--- src/rtl/uart_baud_divisor_select_unit_macros.svh ---
// ----------------------------------------------------------------------------
// Assertion macros for the baud divisor select unit
// Assertion wrappers that are compiled out for synthesis.
// ----------------------------------------------------------------------------
`ifndef UART_BAUD_DIVISOR_SELECT_UNIT_MACROS_SVH
`define UART_BAUD_DIVISOR_SELECT_UNIT_MACROS_SVH
`ifndef SYNTHESIS
// property must hold at every edge outside reset
`define UBDS_ASSERT(label, clk, rst, prop) \
   label: assert property (@(posedge clk) disable iff (rst) (prop)) \
      else $error("assertion failed");
// condition must never be seen
`define UBDS_NEVER(label, clk, rst, cond) \
   `UBDS_ASSERT(label, clk, rst, !(cond))
`else
`define UBDS_ASSERT(label, clk, rst, prop)
`define UBDS_NEVER(label, clk, rst, cond)
`endif
`endif

--- src/rtl/ubds_pkg.sv ---
// ----------------------------------------------------------------------------
// ubds_pkg
// Shared widths, constants and codes of the baud divisor select unit.
// ----------------------------------------------------------------------------
`default_nettype none
package ubds_pkg;
   localparam int RATE_W = 22;
   localparam int FAC_W  = 24;            // rounded factor, up to 12M for a nonzero rate
   localparam int NUM_W  = 25;            // dividend width
   localparam int DEN_W  = 24;            // divisor width
   localparam int STAGES = NUM_W;         // one quotient bit per stage
   localparam int CODE_W = 2;
   localparam int SIDE_W = RATE_W + 2 * (FAC_W + CODE_W);
   localparam int REQ_W  = 24;
   localparam int RSP_W  = 24;

   localparam logic [NUM_W-1:0] BASE_CLOCK  = NUM_W'(6000000);
   localparam logic [NUM_W-1:0] BASE_DOUBLE = NUM_W'(12000000);
   localparam logic [CODE_W-1:0] PRESCALE_MAX = 2'd3;

   typedef enum logic [1:0] {
      STATUS_OK        = 2'd0,
      STATUS_ZERO_RATE = 2'd1,
      STATUS_RANGE     = 2'd2
   } status_type;
endpackage
`default_nettype wire

--- src/rtl/ubds_div.sv ---
// ----------------------------------------------------------------------------
// ubds_div
// Restoring divider, one quotient bit per register stage, with sideband.
// ----------------------------------------------------------------------------
`default_nettype none
module ubds_div (
   input  wire logic                        clock,
   input  wire logic                        reset,
   input  wire logic                        en,
   input  wire logic                        in_valid,
   input  wire logic [ubds_pkg::NUM_W-1:0]  in_num,
   input  wire logic [ubds_pkg::DEN_W-1:0]  in_den,
   input  wire logic [ubds_pkg::SIDE_W-1:0] in_side,
   output logic                             out_valid,
   output logic [ubds_pkg::NUM_W-1:0]       out_quo,
   output logic [ubds_pkg::SIDE_W-1:0]      out_side
);
   localparam int N = ubds_pkg::STAGES;

   logic                         vld_ff  [N];
   logic [ubds_pkg::DEN_W-1:0]   rem_ff  [N];
   logic [ubds_pkg::NUM_W-1:0]   quo_ff  [N];
   logic [ubds_pkg::NUM_W-1:0]   num_ff  [N];
   logic [ubds_pkg::DEN_W-1:0]   den_ff  [N];
   logic [ubds_pkg::SIDE_W-1:0]  side_ff [N];

   logic                         p_vld  [N];
   logic [ubds_pkg::DEN_W-1:0]   p_rem  [N];
   logic [ubds_pkg::NUM_W-1:0]   p_quo  [N];
   logic [ubds_pkg::NUM_W-1:0]   p_num  [N];
   logic [ubds_pkg::DEN_W-1:0]   p_den  [N];
   logic [ubds_pkg::SIDE_W-1:0]  p_side [N];

   genvar g;
   generate
      for (g = 0; g < N; g++) begin : g_stage
         logic [ubds_pkg::DEN_W:0]   cand;
         logic                       ge;
         logic [ubds_pkg::DEN_W:0]   diff;

         // previous stage or the input
         if (g == 0) begin : g_first
            assign p_vld[g]  = in_valid;
            assign p_rem[g]  = '0;
            assign p_quo[g]  = '0;
            assign p_num[g]  = in_num;
            assign p_den[g]  = in_den;
            assign p_side[g] = in_side;
         end else begin : g_next
            assign p_vld[g]  = vld_ff[g-1];
            assign p_rem[g]  = rem_ff[g-1];
            assign p_quo[g]  = quo_ff[g-1];
            assign p_num[g]  = num_ff[g-1];
            assign p_den[g]  = den_ff[g-1];
            assign p_side[g] = side_ff[g-1];
         end

         // shift in next dividend bit, trial subtract
         assign cand = {p_rem[g], p_num[g][N-1-g]};
         assign ge   = cand >= {1'b0, p_den[g]};
         assign diff = cand - {1'b0, p_den[g]};

         always_ff @(posedge clock) begin
            if (reset) begin
               vld_ff[g] <= 1'b0;
            end else if (en) begin
               vld_ff[g] <= p_vld[g];
            end
         end

         always_ff @(posedge clock) begin
            if (en) begin
               rem_ff[g]  <= ge ? diff[ubds_pkg::DEN_W-1:0] : cand[ubds_pkg::DEN_W-1:0];
               quo_ff[g]  <= {p_quo[g][ubds_pkg::NUM_W-2:0], ge};
               num_ff[g]  <= p_num[g];
               den_ff[g]  <= p_den[g];
               side_ff[g] <= p_side[g];
            end
         end
      end
   endgenerate

   assign out_valid = vld_ff[N-1];
   assign out_quo   = quo_ff[N-1];
   assign out_side  = side_ff[N-1];
endmodule
`default_nettype wire

--- config.mk ---
export PLATFORM = sky130hd
export DESIGN_NAME = ubds_div
export DESIGN_NICKNAME = d
export VERILOG_FILES = /design/src/rtl/uart_baud_divisor_select_unit_macros.svh /design/src/rtl/ubds_pkg.sv /design/src/rtl/ubds_div.sv
export SDC_FILE = /design/constraint.sdc
export NUM_CORES = 2
export LEC_CHECK = 0
export BUFFER_PORTS_ARGS = -buffer_cell sky130_fd_sc_hd__clkbuf_2
export CAP_MARGIN = 10
export CELL_PAD_IN_SITES_DETAIL_PLACEMENT = 0
export CELL_PAD_IN_SITES_GLOBAL_PLACEMENT = 1
export CORE_AREA = 2 2 521 523
export DETAILED_ROUTE_END_ITERATION = 10
export DIE_AREA = 0 0 523 525
export GPL_TIMING_DRIVEN = 1
export PLACE_DENSITY_LB_ADDON = 0.1
export SETUP_SLACK_MARGIN = 0.02
export SYNTH_ARGS = -nofsm -noshare
export SYNTH_HDL_FRONTEND = slang
export SYNTH_MEMORY_MAX_BITS = 65536
export SYNTH_SLANG_ARGS = --single-unit
--- constraint.sdc ---
create_clock -name clock -period 4.4 [get_ports clock]
set_input_delay 0.22 -clock clock [delete_from_list [all_inputs] [get_ports clock]]
set_output_delay 0.22 -clock clock [all_outputs]
set_load 0.02 [all_outputs]
# After elaboration in Yosys (flattened, before gate mapping)
# Memories as Yosys holds them, arrays and structs flattened.
# Cells that the tools add are included.
# W data, S select, Z words.
# word_totals
output_inout_bits	100
memories	6
inputBits	127
register_bits	0
ramBits	4325
word_cells	137
# op_classes
bitwise	25
n_lt_le_gt_ge	25
addsub	25
mux	56
# mem_list
name	words	word_bits	read_ports	rd_clocked_by_memory_dff	wr	line_no	rtl
side_ff	25	74	25	0	25	ubds_div.sv:25	logic [ubds_pkg::SIDE_W-1:0] side_ff [N];
num_ff	25	25	24	0	25	ubds_div.sv:23	logic [ubds_pkg::NUM_W-1:0] num_ff [N];
quo_ff	25	25	25	0	25	ubds_div.sv:22	logic [ubds_pkg::NUM_W-1:0] quo_ff [N];
den_ff	25	24	24	0	25	ubds_div.sv:24	logic [ubds_pkg::DEN_W-1:0] den_ff [N];
rem_ff	25	24	24	0	25	ubds_div.sv:21	logic [ubds_pkg::DEN_W-1:0] rem_ff [N];
vld_ff	25	1	25	0	25	ubds_div.sv:20	logic vld_ff [N];
# ops
cell	n
$ge A25 B24 Y1	24
$mux W24	25
$sub A24 B24 Y24	24
$mux W1	31
$or A1 B1 Y1	25
$ge A1 B24 Y1	1
$sub A1 B24 Y24	1

# Depth between registers and ports, before layout
# logic_depth
depth_word	4
depth_mapped	14
mapped_depth_nobuf	13

# Worst setup path after synthesis
# OpenSTA, ideal clock, no wires.
# synth_path
path_kind	register to register
from	memory rem_ff[1][104] in the netlist's numbering
to	memory rem_ff[1][136] in the netlist's numbering (data pin)
n_path_buf	1
stages_incl_launch_ff	13
required_ps	4138
setup_slack_ps	986
setup_ps	262
t_arrival_ps	3152
period_less_slack_ps	3414
cell_sequence	edfxtp_1 > ha_1 > and3_1 > a22o_1 > or3_1 > o221ai_2 > a211oi_1 > a221oi_2 > o21bai_1 > or2_1 > a31oi_4 > buf_6 > mux2_1
# synth_rtl
item	line_no
start: declaration	ubds_div.sv:21

==> impl_metrics.py <==
metrics = {
    "detailed_routing": {
        "wl_um": 264300,
        "wl_per_cell_um": 19.49,
        "vias_per_cell": 5.296,
        "first_pass_iters": 6,
        "vias": 71820,
        "ant_nets": 0,
        "drcViolationCount": 0,
        "drt_iter0_drc": 5221,
    },
    "cells_and_area": {
        "multiInputGateArea_um2": 31960,
        "area_growth_pct": 14.21,
        "layout-drive-gt1-share": 0.1212,
        "seq_area_um2": 109700,
        "layout.nets": 10410,
        "nFillCells": 19440,
        "final_cells": 13560,
    },
    "pwr": {
        "power_density_nw_per_um2": 643.5,
        "vdd_drop_max_uv": 367.6,
        "p_int_mw": 74.89,
        "clkPwrFrac": 0.279,
        "p_leak_nw": 62.10,
        "comb_power_share": 0.275,
        "swShare": 0.2960,
        "power_frac_seq": 0.446,
        "p_switching_mw": 31.49,
    },
    "global_routing": {
        "grt_antenna_before_repair": 8,
        "grt_pass1_wl_um": 409500,
        "globalRouteTotalUtil": 0.1915,
        "grt_pass1_vias": 72710,
        "grt_start_max_net_pins": 187,
        "overflow": 0,
    },
    "setup_path": {
        "crit_buf_inv": 1,
        "critPathCaptureType": "flop",
        "crit_slowest_cell": "o41ai_2",
        "reg2reg_from": "rem_ff[0][338]$_DFFE_PP_",
        "path_delay_family": "compound AO/OA/AOI/OAI gates",
        "crit_path_start": "rem_ff[0][338]$_DFFE_PP_",
        "worstPathRequired_ns": 5.04,
        "cp_max_fo": 9,
        "regToRegSetupSlack_ns": 0.32,
        "cp_cell_sequence": "ha_1 > a21o_1 > a21oi_1 > a211oi_1 > o41ai_2 > a21oi_1 > a211oi_1 > o41ai_1 > a211oi_4 > buf_4 > mux2_2",
        "worstSetupStartpointType": "flop",
        "arrival_ns": 4.72,
        "critPathMaxStageDelay_ns": 0.51,
        "path_class": "flop to flop",
    },
    "yosys": {
        "synthTopCellsByArea": "edfxtp_1 76%, ha_1 5.0%, inv_1 1.8%",
        "synthTopCellsByCount": "3652 x edfxtp_1, 711 x inv_1, 578 x ha_1, 475 x a21oi_1, 397 x nor2_1",
        "synthesis.area_um2": 144800,
        "syn_inst": 8834,
        "yosysWarnings": 0,
        "ys.flop_type": "edfxtp_1",
        "ys_types": 87,
        "netlist.area_leader.share": 0.7576,
        "syn_nets": 9562,
        "yosys.area.top_type": "edfxtp_1",
        "synth.avg_cell_area_um2": 16.39,
        "synth_edf_count": 3652,
        "synth_seq_cells": 3652,
        "yosysMostFrequentCell": "edfxtp_1",
        "async_flop_share": 0,
        "seq_area_frac_synth": 0.7576,
    },
    "placement": {
        "post-place-cells": 12660,
        "io_buffers": 226,
        "gp_congestion": 0.9180,
        "dp_hpwl_um": 180600,
    },
    "sta": {
        "setup_violations": 0,
        "fin_crit_sh": 0.9278,
        "relSlewSlack": 0.3448,
        "final_hold_viol_count": 0,
        "rsz0062_at_grt": "false",
        "slew_violations": 0,
        "fmax_ghz": 0.2450,
        "period_needed_ns": 4.082,
        "clock_skew_ns": 0.07162,
        "tns_ns": 0,
        "worstMarginPinSlew_ns": 0.9581,
    },
    "clock_tree": {
        "cts_root_buf": "clkbuf_16",
        "path_clk_slew_ns": 0.06,
        "numCtsBuffers": 367,
        "worstSkewPairLatency_ns": 0.91,
        "cts.sinks": 3652,
        "clock_path_buffers": 4,
        "cts_tree": "built",
        "post_cts_buffers": 0,
        "htree_levels": 5,
    },
    "worst_hold_path": {
        "worst_hold_path_type": "input pin to flop",
        "min-delay-start": "in_side[64]",
    },
    "die": {
        "rows": 191,
        "die_area_um2": 274600,
        "floorplan.core_area_um2": 269300,
        "die_w_um": 523,
        "initial_core_util": 0.5375,
        "num_io_pins": 227,
        "die_y_um": 525,
    },
    "outcome": {
        "run_status": "finished clean",
    },
    "flow_run": {
        "cap_violations": 0,
    },
}
-- timing repair --
action                                 in CTS  in global routing
gates resized for setup                     0                  1
hold buffers                              227                  0
endpoints found under the hold margin     236                  0
setup endpoints to repair                   0                 14
-- routing by layer --
metal | share of wire | track usage | routed length (um) | up-vias
met4 | 0.029 | 0.05981 | 7684 | 0
met2 | 0.50 | 0.3267 | 132300 | 1280
met3 | 0.038 | 0.02843 | 9997 | 416
li1 | - | - | - | 35170
met1 | 0.43 | 0.2536 | 114300 | 34950
met5 | 0 | 0 | 0 | -
-- placed cells by master, fill, tap and decap left out, types with 37 or more instances in the layout --
cell type,count
edfxtp_1,3652
inv_1,711
ha_1,578
a21oi_1,474
nor2_1,397
o21ai_0,384
clkbuf_16,371
nand2_1,363
xnor2_1,266
a21o_1,231
mux2_2,228
dlygate4sd3_1,227
clkbuf_2,225
xor2_1,173
buf_4,117
nand3_1,103
nand2b_1,94
clkinv_1,85
nand4_1,81
nor3_1,80
clkbuf_1,78
nor2b_1,76
o21bai_1,65
clkinv_2,63
o21a_1,58
a211oi_1,47
a31oi_1,47
and3_1,42
a21boi_0,38
or2_2,37
-- final timing paths --
check / cells past startpoint / to
hold reg to reg: 0 / side_ff[5][2]$_DFFE_PP_
setup / recovery: 11 / rem_ff[0][364]$_DFFE_PP_
setup reg to reg: 11 / rem_ff[0][364]$_DFFE_PP_
hold / removal: 2 / side_ff[0][64]$_DFFE_PP_
-- sequential cells by signal, summed over array words and instances (netlist names) --
name     count
side_ff   1850
den_ff     576
rem_ff     576
quo_ff     325
num_ff     300
vld_ff      25
-- layout make-up --
class / count / share of cell area
Multi-Input combinational cell: 4348 / 0.1933
Clock buffer: 449 / 0.05793
Antenna cell: 7 / 0.0001060
Clock inverter: 218 / 0.01190
Inverter: 711 / 0.01614
Timing Repair Buffer: 605 / 0.03023
Tap cell: 3570 / 0.02702
Sequential cell: 3652 / 0.6633
-- metrics by stage --
step / cell area (um^2) / util / hold WS, ns / setup slack [ns] / power [mW]
finish: 165300 / 0.6138 / 0.07658 / 0.3177 / 106.4
global route: 165300 / 0.6138 / 0.02362 / 0.07699 / 112.4
CTS: 165300 / 0.6137 / 0.0006304 / 0.3595 / 107.4
detailed placement: 151500 / 0.5624 / 0.3986 / 0.3532 / 77.12
global placement: 151500 / 0.5624 / 0.3966 / 0.4248 / 76.87
floorplan: 144800 / - / 0.3189 / 0.9864 / 68.29
-- power groups by stage --
stage | Combinational, mW | Sequential [mW] | Clock, mW
2_1_floorplan | 21.5 | 46.8 | 0
3_5_place_dp | 28.9 | 48.2 | 0
4_1_cts | 29.3 | 47.6 | 30.5
3_3_place_gp | 28.7 | 48.2 | 0
5_1_grt | 32.6 | 47.9 | 31.9
6_report | 29.3 | 47.5 | 29.6
-- logic make-up (layout without fill, tap and decap cells) --
kind of cell | Yosys count | count (layout) | synth area share
AOI/OAI and AO/OA | 1618 | 1618 | 0.07147
xor gates and xnor gates | 439 | 439 | 0.02656
adders and majority gates | 601 | 601 | 0.05314
buffers and inverters | 834 | 1983 | 0.02216
DFF | 3652 | 3652 | 0.7576
muxes | 292 | 292 | 0.02285
other | 0 | 7 | 0
and+or+nand+nor | 1398 | 1398 | 0.04621
-- worst reg2reg max path, stage by stage, from the launching register on --
cell,delay (ns)
edfxtp_1,0.39
ha_1,0.37
a21o_1,0.20
a21oi_1,0.27
a211oi_1,0.18
o41ai_2,0.51
a21oi_1,0.24
a211oi_1,0.45
o41ai_1,0.22
a211oi_4,0.42
buf_4,0.24
mux2_2,0.34
No activity file was read; power rests on OpenSTA's default activity.
