## src/rtl/uart_baud_divisor_select_unit_macros.svh

```systemverilog
// ----------------------------------------------------------------------------
// Assertion macros for the baud divisor select unit
// Assertion wrappers that are compiled out for synthesis.
// ----------------------------------------------------------------------------
`ifndef UART_BAUD_DIVISOR_SELECT_UNIT_MACROS_SVH
`define UART_BAUD_DIVISOR_SELECT_UNIT_MACROS_SVH
`ifndef SYNTHESIS
// property must hold at every edge outside reset
`define UBDS_ASSERT(label, clk, rst, prop) \
   label: assert property (@(posedge clk) disable iff (rst) (prop)) \
      else $error("assertion failed");
// condition must never be seen
`define UBDS_NEVER(label, clk, rst, cond) \
   `UBDS_ASSERT(label, clk, rst, !(cond))
`else
`define UBDS_ASSERT(label, clk, rst, prop)
`define UBDS_NEVER(label, clk, rst, cond)
`endif
`endif

```

## src/rtl/ubds_pkg.sv

```systemverilog
// ----------------------------------------------------------------------------
// ubds_pkg
// Shared widths, constants and codes of the baud divisor select unit.
// ----------------------------------------------------------------------------
`default_nettype none
package ubds_pkg;
   localparam int RATE_W = 22;
   localparam int FAC_W  = 24;            // rounded factor, up to 12M for a nonzero rate
   localparam int NUM_W  = 25;            // dividend width
   localparam int DEN_W  = 24;            // divisor width
   localparam int STAGES = NUM_W;         // one quotient bit per stage
   localparam int CODE_W = 2;
   localparam int SIDE_W = RATE_W + 2 * (FAC_W + CODE_W);
   localparam int REQ_W  = 24;
   localparam int RSP_W  = 24;

   localparam logic [NUM_W-1:0] BASE_CLOCK  = NUM_W'(6000000);
   localparam logic [NUM_W-1:0] BASE_DOUBLE = NUM_W'(12000000);
   localparam logic [CODE_W-1:0] PRESCALE_MAX = 2'd3;

   typedef enum logic [1:0] {
      STATUS_OK        = 2'd0,
      STATUS_ZERO_RATE = 2'd1,
      STATUS_RANGE     = 2'd2
   } status_type;
endpackage
`default_nettype wire

```

## src/rtl/ubds_reduce.sv

```systemverilog
// ----------------------------------------------------------------------------
// ubds_reduce
// Registered prescaler reduction of one candidate factor, builds next divide.
// ----------------------------------------------------------------------------
`default_nettype none
module ubds_reduce (
   input  wire logic                        clock,
   input  wire logic                        en,
   input  wire logic [ubds_pkg::NUM_W-1:0]  base,
   input  wire logic [ubds_pkg::NUM_W-1:0]  fac_raw,
   output logic [ubds_pkg::FAC_W-1:0]       fac,
   output logic [ubds_pkg::CODE_W-1:0]      code,
   output logic [ubds_pkg::NUM_W-1:0]       num,
   output logic [ubds_pkg::DEN_W-1:0]       den
);
   logic [ubds_pkg::FAC_W-1:0]  fac_in, fac_ff;
   logic [ubds_pkg::CODE_W-1:0] code_in, code_ff;
   logic [ubds_pkg::DEN_W-1:0]  den_in, den_ff;
   logic [ubds_pkg::NUM_W-1:0]  num_in, num_ff;
   logic [4:0]                  shamt;

   // up to three shifts by 3 while the factor exceeds a byte
   always_comb begin
      fac_in  = fac_raw[ubds_pkg::FAC_W-1:0];
      code_in = ubds_pkg::PRESCALE_MAX;
      for (int i = 0; i < 3; i++) begin
         if (fac_in > ubds_pkg::FAC_W'(8'hff) && code_in != '0) begin
            fac_in  = fac_in >> 3;
            code_in = code_in - 2'd1;
         end
      end
      shamt  = 5'(2'(ubds_pkg::PRESCALE_MAX - code_in)) * 5'd3;
      den_in = fac_in << shamt;
      num_in = base + ubds_pkg::NUM_W'(den_in >> 1);
   end

   always_ff @(posedge clock) begin
      if (en) begin
         fac_ff  <= fac_in;
         code_ff <= code_in;
         den_ff  <= den_in;
         num_ff  <= num_in;
      end
   end

   assign fac  = fac_ff;
   assign code = code_ff;
   assign num  = num_ff;
   assign den  = den_ff;
endmodule
`default_nettype wire

```

## config.mk

```make
export PLATFORM = sky130hd
export DESIGN_NAME = ubds_reduce
export DESIGN_NICKNAME = d
export VERILOG_FILES = /design/src/rtl/uart_baud_divisor_select_unit_macros.svh /design/src/rtl/ubds_pkg.sv /design/src/rtl/ubds_reduce.sv
export SDC_FILE = /design/constraint.sdc
export NUM_CORES = 1
export LEC_CHECK = 0
export ABC_CLOCK_PERIOD_IN_PS = 6300
export BUFFER_PORTS_ARGS = -buffer_cell sky130_fd_sc_hd__buf_2
export CORE_MARGIN = 3
export CORE_UTILIZATION = 40
export DETAILED_ROUTE_END_ITERATION = 7
export GPL_TIMING_DRIVEN = 0
export HOLD_SLACK_MARGIN = 0.1
export PLACE_DENSITY = 0.68
export RECOVER_POWER = 25
export SYNTH_ARGS = -nofsm -noshare
export SYNTH_HDL_FRONTEND = slang
export SYNTH_SLANG_ARGS = --single-unit
```

## constraint.sdc

```tcl
create_clock -name clock -period 6.3 [get_ports clock]
set_input_delay 0.945 -clock clock [delete_from_list [all_inputs] [get_ports clock]]
set_output_delay 0.945 -clock clock [all_outputs]
set_load 0.01 [all_outputs]
```

# [Word-level counts from Yosys, hierarchy flattened]
# Index checks and enable logic that the tools add are counted.
# W data, S select, Z words.
[op_classes] multipliers=1 reduce_logical=4 addsub=4 mux=6 n_lt_le_gt_ge=3 shift=1
[ops] cell="$gt A24 B8 Y1 const B" n=3
[ops] cell="$mux W24" n=3
[ops] cell="$add A25 B23 Y25" n=1
[ops] cell="$shl A24 B4 Y24" n=1
[ops] cell="$mul A2 B2 Y4 const B" n=1
[ops] cell="$mux W2" n=2
[ops] cell="$reduce_bool A2 Y1" n=2
[ops] cell="$sub A2 B1 Y2 const B" n=2
[ops] cell="$logic_and A1 B1 Y1" n=2
[ops] cell="$sub A2 B2 Y2 const A" n=1
[ops] cell="$mux W1" n=1
[totals] wordCells=23 regBits=75 inputBits=52 output_inout_bits=75

# [Depth between registers and ports, before layout]
# Gate-level depths: netlist (run 1).
[logic_depth] word_depth=12 depth_mapped=26 ltp_nobuf=22

# [Least setup slack after synthesis (run 1)]
# OpenSTA, ideal clock, no wires.
[synth_timing] path_kind="input port to flip-flop" startpoint="in fac_raw[23] (netlist name)" endpoint="reg num_ff, in the netlist num[23] (data pin)" path_stages=24 t_arrival_ns=5.924 t_required_ns=6.042 slack_ns=0.119 path_buffers=4 setup_ns=0.258 cell_sequence="or4_1 or3_1 buf_6 nor2_1 inv_1 ha_1 nand2b_1 mux2i_4 buf_6 ha_1 buf_2 clkbuf_1 mux2i_1 o21a_1 o22ai_1 ha_1 a21oi_1 o21ai_0 o31ai_1 nor2_1 a31oi_1 o211ai_1 a21oi_1 xnor2_1"
[synth_via] elab_chain_len=12 word_cells_on_any_way=19 cone_classes="add/sub (4); mul (1); order compare (3); shift (1); mux (6); reduce/logical (4)"
[synth_rtl] item="from (decl)" line_no="ubds_reduce.sv:10" source="input wire logic [ubds_pkg::NUM_W-1:0] fac_raw,"
[synth_rtl] item="$gt A24 B8 Y1" line_no="ubds_reduce.sv:27" source="if (fac_in > ubds_pkg::FAC_W'(8'hff) && code_in != '0) begin"
[synth_rtl] item="$mux W24 or $mux W1 (tied branches)" line_no="ubds_reduce.sv:27"
[synth_rtl] item="$gt A24 B8 Y1 or $reduce_bool A2 Y1 (tied branches)" line_no="ubds_reduce.sv:27"
[synth_rtl] item="$logic_and A1 B1 Y1" line_no="ubds_reduce.sv:27"
[synth_rtl] item="$mux W24 or $mux W2 (tied branches)" line_no="ubds_reduce.sv:27"
[synth_rtl] item="$gt A24 B8 Y1 or $reduce_bool A2 Y1 (tied branches)" line_no="ubds_reduce.sv:27"
[synth_rtl] item="$logic_and A1 B1 Y1" line_no="ubds_reduce.sv:27"
[synth_rtl] item="$mux W2 (*)" line_no="ubds_reduce.sv:27"
[synth_rtl] item="via code_in (one bit)" line_no="ubds_reduce.sv:17" source="logic [ubds_pkg::CODE_W-1:0] code_in, code_ff;"
[synth_rtl] item="$sub A2 B2 Y2 (*)" line_no="ubds_reduce.sv:32" source="shamt = 5'(2'(ubds_pkg::PRESCALE_MAX - code_in)) * 5'd3;"
[synth_rtl] item="$mul A2 B2 Y4 (*)" line_no="ubds_reduce.sv:32"
[synth_rtl] item="$shl A24 B4 Y24 (*)" line_no="ubds_reduce.sv:33" source="den_in = fac_in << shamt;"
[synth_rtl] item="via den_in (one bit)" line_no="ubds_reduce.sv:18" source="logic [ubds_pkg::DEN_W-1:0] den_in, den_ff;"
[synth_rtl] item="$add A25 B23 Y25 (*)" line_no="ubds_reduce.sv:34" source="num_in = base + ubds_pkg::NUM_W'(den_in >> 1);"
[synth_rtl] item="via num_in (one bit)" line_no="ubds_reduce.sv:19" source="logic [ubds_pkg::NUM_W-1:0] num_in, num_ff;"
[synth_rtl] item="to (signal assigned)" line_no="ubds_reduce.sv:42" source="num_ff <= num_in;"
[synth_rtl] item="to (decl)" line_no="ubds_reduce.sv:19"
# The timed path passes the listed nets; every way through them passes the cells marked *.
# A chain may end at the register's enable or synchronous reset.

# [Worst setup path after layout (run 1)]
[layout_timing] startpoint="in fac_raw[19] (netlist name)" endpoint="reg num_ff, in the netlist num[24] (data pin)"
# The elaborated chain is that of the path after synthesis.

==> results.json, run 1 <==
{
  "crit_chain": "buf_2, or4_4, or3_1, buf_6, nor2_2, inv_1, ha_2, nand2b_4, mux2i_4, buf_6, ha_1, buf_4, inv_4, mux2_2, nor2_1, a21oi_1, mux2_2, ha_1, a21o_1, a211oi_2, o21bai_2, nor4_4, o31ai_4, a211o_1",
  "final_antenna_net_count": 0,
  "avgRoutedWirePerCell_um": 16.2,
  "die_area_um2": 13600,
  "vias": 4117,
  "row_count": 39,
  "yosys.area_share.simple_pct": 12.6,
  "synth_compound_area_share_pct": 16.7,
  "min_period_ps": 6010,
  "end_kind": "flop",
  "synth_edf_count": 75,
  "synth_seq_area_share_pct": 45.9,
  "p_int_mw": 1.02,
  "hold_class": "primary input to flop",
  "powerDensity_nw_per_um2": 216,
  "p_clk_share_pct": 36.0,
  "startpoint_type": "primary input",
  "fp.coreArea_um2": 11700,
  "worstPathMaxFanout": 8,
  "clkTransAtPathRegs_ps": 60,
  "path_delay_family": "simple AND/OR/NAND/NOR gates",
  "finish.net_count": 688,
  "grt.busiest_layer": "met2",
  "drtPass1Iterations": 4,
  "synthesis.area_per_instance_um2": 10.7,
  "yosys_register_bits": 75,
  "cts_max_path_buffers": 2,
  "numCtsBuffers": 9,
  "syn-instance-count": 459,
  "maxSlewViolCount": 76,
  "maxCapViolations": 1,
  "viasPerCell": 5.45,
  "grt_pass1_vias": 3950,
  "overflow": 0,
  "synth_top_family_by_area": "compound AO/OA/AOI/OAI gates",
  "h-tree-depth": 3,
  "syn2layout_area_growth_pct": 29.0,
  "synthesis.area_um2": 4900,
  "cts_tree": "done",
  "final_cell_mix": "122 x buf_2, 75 x edfxtp_1, 46 x nor2_1, 29 x a21oi_1, 26 x nand2_1",
  "setup_viol": 0,
  "start_util_pct": 41.9,
  "grt_pass1_wl_mm": 19.5,
  "use_met1_pct": 24.2,
  "drt_wl_total_mm": 12.3,
  "swShare_pct": 25.8,
  "num-fill-cells": 1075,
  "violations": "capacitance limit, slew limit",
  "critPathRequiredTime_ps": 6390,
  "status": "finished with violations",
  "cp.arrival_ps": 6090,
  "use_met3_pct": 4.46,
  "whs_ps": 920,
  "grt_max_degree": 76,
  "drc_errors": 0,
  "synth_ff_type": "edfxtp_1",
  "slowest_delay_ps": 560,
  "crit_slowest_cell": "or4_4",
  "synth-xor-area-share_pct": 3.04,
  "antenna_found_initial": 0,
  "rsz0062_at_grt": "no",
  "drive_above_1_share_pct": 35.6,
  "clkSinkCount": 75,
  "yosys_warnings": 0,
  "place.gp.congestion": 0.903,
  "comb_power_share_pct": 19.0,
  "synth_fa_ha_area_share_pct": 7.30,
  "crit_path_start": "fac_raw[19]",
  "io_pins": 127,
  "ir_drop_mv": 0.105,
  "path_depth": 24,
  "grt.met2_usage_pct": 29.8,
  "holdPathStages": 2,
  "hold_violations": 0,
  "cts_root_buffer": "clkbuf_16",
  "hold_start": "base[0]",
  "die_x_um": 117,
  "dpl_cell_area_um2": 5730,
  "worst_pin_slew_ps": 3950,
  "die_h_um": 117,
  "seq_power_share_pct": 45.1,
  "timing.fmax_ghz": 0.167,
  "power.switching_mw": 0.353,
  "grt_usage_pct": 18.3,
  "finalInstanceArea_um2": 6330,
  "p_leak_nw": 2.66,
  "synth.distinct_cells": 60,
  "maxSlewHeadroom_pct": -164,
  "layout_commonest_cell": "buf_2",
  "antenna_cells": 0,
  "critPathBufInv": 6,
  "dp.final_hpwl_mm": 9.44,
  "drt-initial-drc-count": 179,
  "synthMuxAreaShare_pct": 10.8,
  "final.period_utilization_pct": 95.3,
  "io_buffers": 125,
  "synthArstFlopShare_pct": 0,
  "crit_type": "primary input to flop"
}
[final timing paths]
kind / end / slack [ps]
min: num[0]$_DFFE_PP_ / 920
max: num[24]$_DFFE_PP_ / 290
[power by group through the flow]
stage / combinational, mW / sequential (mW) / clock, mW
after floorplan: 0.115 / 0.651 / 0
after global placement: 0.239 / 0.625 / 0
after detailed placement: 0.244 / 0.625 / 0
after CTS: 0.250 / 0.616 / 0.506
after global routing: 0.288 / 0.622 / 0.527
final: 0.259 / 0.617 / 0.492
[registers in the layout, indices dropped and copies added, names as in the netlist]
| name | count |
|---|---|
| fac | 24 |
| code | 2 |
| den | 24 |
| num | 25 |
[timing repair]
action,CTS,global route
resized for setup,14,51
setup buffers,1,8
gates cloned,0,0
endpoints found under the setup margin,11,12
hold buffers,0,0
pin swaps,0,7
[synth_stat cells (2+ instances only)]
cell type / instances / area, um2
a2111oi_1: 3 / 30.0
a211o_1: 2 / 17.5
a211oi_1: 12 / 90.1
a21o_1: 10 / 75.1
a21oi_1: 30 / 150
a31oi_1: 4 / 25.0
and2_1: 5 / 31.3
and3_1: 3 / 18.8
buf_2: 4 / 20.0
buf_6: 2 / 22.5
clkbuf_1: 10 / 37.5
edfxtp_1: 75 / 2250
ha_1: 27 / 338
inv_1: 23 / 86.3
mux2_2: 10 / 113
mux2_4: 3 / 45.0
mux2i_1: 27 / 270
mux2i_4: 2 / 45.0
mux4_2: 2 / 45.0
nand2_1: 28 / 105
nand2b_1: 9 / 56.3
nand3_1: 9 / 45.0
nor2_1: 48 / 180
nor2b_1: 3 / 18.8
nor3_1: 8 / 40.0
nor3_2: 3 / 30.0
nor4b_1: 2 / 17.5
o211ai_1: 5 / 37.5
o21a_1: 7 / 52.6
o21ai_0: 19 / 95.1
o21ai_1: 3 / 15.0
o21bai_1: 5 / 37.5
o22ai_1: 5 / 31.3
o311ai_0: 2 / 17.5
o31ai_1: 8 / 60.1
or3_1: 2 / 12.5
xnor2_1: 15 / 131
xor2_1: 2 / 17.5
[cell type report]
cell class	instances	area (um2)	area share (%)
multi-input combinational	348	2730	43.1
sequential	75	2250	35.6
timing repair buffer	134	688	10.9
clock buffer	9	225	3.56
tap	143	179	2.83
buffer	15	98.8	1.56
inverter	25	98.8	1.56
clock inverter	7	58.8	0.930
[through the flow]
stage                     util, %  TNS [ps]  power [mW]  setup slack [ps]  instances
after floorplan                 -         0       0.767               119        464
after global placement       48.9     -7300       0.864              -828        732
after detailed placement     48.9     -8140       0.869              -871        732
after CTS                    51.9     -6.96        1.37             -6.96        748
after global routing         54.0         0        1.44              28.9        756
final                        54.0         0        1.37               294        756
[routing by layer]
layer / vias to the layer above / part of all wire [%]
met5: - / 0
met4: 0 / 1.7
met3: 18 / 6.0
met2: 132 / 48
met1: 1939 / 44
li1: 2028 / -
[cell families (layout without fill, tap and decap cells)]
family          count (synthesis)  count (layout)
buf+inv                        41             190
xor+xnor                       17              17
mux                            45              45
simple gates                  128             128
flops                          75              75
fa+ha+maj                      28              28
compound gates                124             124
other cells                     1               6
Note: power is estimated with default switching activity, not from simulation.
==> run 2, diff against run 1 <==
--- a/config.mk
+++ b/config.mk
@@ -12,7 +12,7 @@
 export DETAILED_ROUTE_END_ITERATION = 7
 export GPL_TIMING_DRIVEN = 0
 export HOLD_SLACK_MARGIN = 0.1
-export PLACE_DENSITY = 0.68
+export PLACE_DENSITY_LB_ADDON = 0.08
 export RECOVER_POWER = 25
 export SYNTH_ARGS = -nofsm -noshare
 export SYNTH_HDL_FRONTEND = slang
==> results.json, run 2 (synthesized netlist as in run 1, its figures left out) <==
{
  "die_area_um2": 13600,
  "m1WireLength_mm": 6.07,
  "cts_max_path_buffers": 2,
  "p_int_mw": 1.02,
  "swShare_pct": 26.2,
  "hold_class": "primary input to flop",
  "crit_type": "primary input to flop",
  "startpoint_type": "primary input",
  "dpl.cell_count": 732,
  "end_kind": "flop",
  "setup_viol": 0,
  "ir_drop_mv": 0.163,
  "maxSlewViolCount": 76,
  "dp.final_hpwl_mm": 9.81,
  "row_count": 39,
  "antenna_found_initial": 0,
  "seq_power_share_pct": 44.8,
  "finalSetupTns_ps": 0,
  "maxCapViolations": 1,
  "syn2layout_area_growth_pct": 27.2,
  "p_clk_share_pct": 36.2,
  "place.gp.congestion": 0.867,
  "grt_max_degree": 76,
  "wl_met2_mm": 6.07,
  "final_cell_mix": "118 x buf_2, 75 x edfxtp_1, 44 x nor2_1, 29 x a21oi_1, 26 x nand2_1",
  "io_pins": 127,
  "grt_pass1_vias": 3979,
  "dr.max_layer_used": "met4",
  "whs_endpoint": "num[0]$_DFFE_PP_",
  "drive_above_1_share_pct": 34.0,
  "powerDensity_nw_per_um2": 221,
  "die_h_um": 117,
  "min_period_ps": 6130,
  "die_x_um": 117,
  "worst_pin_slew_ps": 4040,
  "vias": 4074,
  "drc_errors": 0,
  "timing.fmax_ghz": 0.163,
  "critPathRequiredTime_ps": 6390,
  "antenna_cells": 0,
  "hold_violations": 0,
  "finish.net_count": 681,
  "finalCoreUtilization_pct": 53.3,
  "maxSlewHeadroom_pct": -170,
  "largest_register_ffs": 25,
  "h-tree-depth": 3,
  "start_util_pct": 41.9,
  "drt-initial-drc-count": 224,
  "p_leak_nw": 2.61,
  "cts_tree": "done",
  "clkSinkCount": 75,
  "clkTransAtPathRegs_ps": 60,
  "grt_usage_pct": 19.3,
  "whs_ps": 918,
  "fin_cells": 749,
  "violations": "capacitance limit, slew limit",
  "io_buffers": 125,
  "avgRoutedWirePerCell_um": 17.4,
  "rsz0062_at_grt": "yes",
  "crit_path_start": "fac_raw[19]",
  "cts_root_buffer": "clkbuf_16",
  "power.switching_mw": 0.361,
  "cts_hold_buf": 0,
  "numCtsBuffers": 9,
  "cp.arrival_ps": 6220,
  "comb_power_share_pct": 19.0,
  "worstPathMaxFanout": 10,
  "status": "finished with violations",
  "fp.coreArea_um2": 11700,
  "final_antenna_net_count": 0,
  "drtPass1Iterations": 5,
  "overflow": 0,
  "viasPerCell": 5.44,
  "drt_wl_total_mm": 13.1,
  "holdPathStages": 2,
  "final.period_utilization_pct": 97.3,
  "grt_pass1_wl_mm": 20.3,
  "hold_start": "base[0]",
  "met3_length_um": 711,
  "layout_commonest_cell": "buf_2"
}
## run 2: critical path: stages
cell	delay, ps
buf_2	120
or4_4	570
or3_1	380
buf_6	150
nor2_1	150
ha_2	360
nand2_1	170
o31a_1	150
buf_2	240
nand2_1	120
o31ai_2	100
mux2_2	280
mux2i_1	110
mux2_2	300
o22ai_2	170
ha_1	350
a211oi_2	280
o211ai_1	210
nand4b_1	170
nand3_2	170
nor4_4	280
o31ai_4	130
a211o_1	290
## run 2: worst max path at each step
stage	endpoint	slack [ps]
after floorplan	num[23]$_DFFE_PP_	120
after global placement	num[24]$_DFFE_PP_	-890
after detailed placement	num[24]$_DFFE_PP_	-960
after CTS	num[24]$_DFFE_PP_	3
after global routing	num[24]$_DFFE_PP_	-120
final	num[24]$_DFFE_PP_	170
## run 2: what timing repair did
action                     in CTS  in global routing
gates resized for setup        20                 41
pin swaps                       1                  4
setup buffers                   1                  3
setup endpoints to repair      12                 13
## run 2: final cells by class
class                      instances  area [um2]
buffer                            13        85.1
sequential                        75        2250
inverter                          25         101
timing repair buffer             129         644
fill                            1075        5470
tap                              143         179
clock buffer                       9         225
multi-input combinational        348        2690
clock inverter                     7        58.8
## run 2: power by group through the flow
stage          registers [mW]  logic, mW  clock network (mW)
2_1_floorplan           0.651      0.115                   0
3_3_place_gp            0.625      0.243                   0
3_5_place_dp            0.625      0.247                   0
4_1_cts                 0.615      0.254               0.508
5_1_grt                 0.622      0.288               0.529
6_report                0.617      0.262               0.498
## run 2: per-layer routing
layer  GRT usage (%)  up-vias
met3            3.26       14
met2            30.6      127
met1            26.6     1925
li1                -     2008
met5               0        -
met4            7.03        0
## run 2: metrics by stage
stage | power [mW] | area [um2] | worst slack (ps)
floorplan | 0.767 | 4920 | 119
global placement | 0.868 | 5730 | -893
detailed placement | 0.872 | 5730 | -957
CTS | 1.38 | 6100 | 3.06
global route | 1.44 | 6240 | -123
finish | 1.38 | 6240 | 172
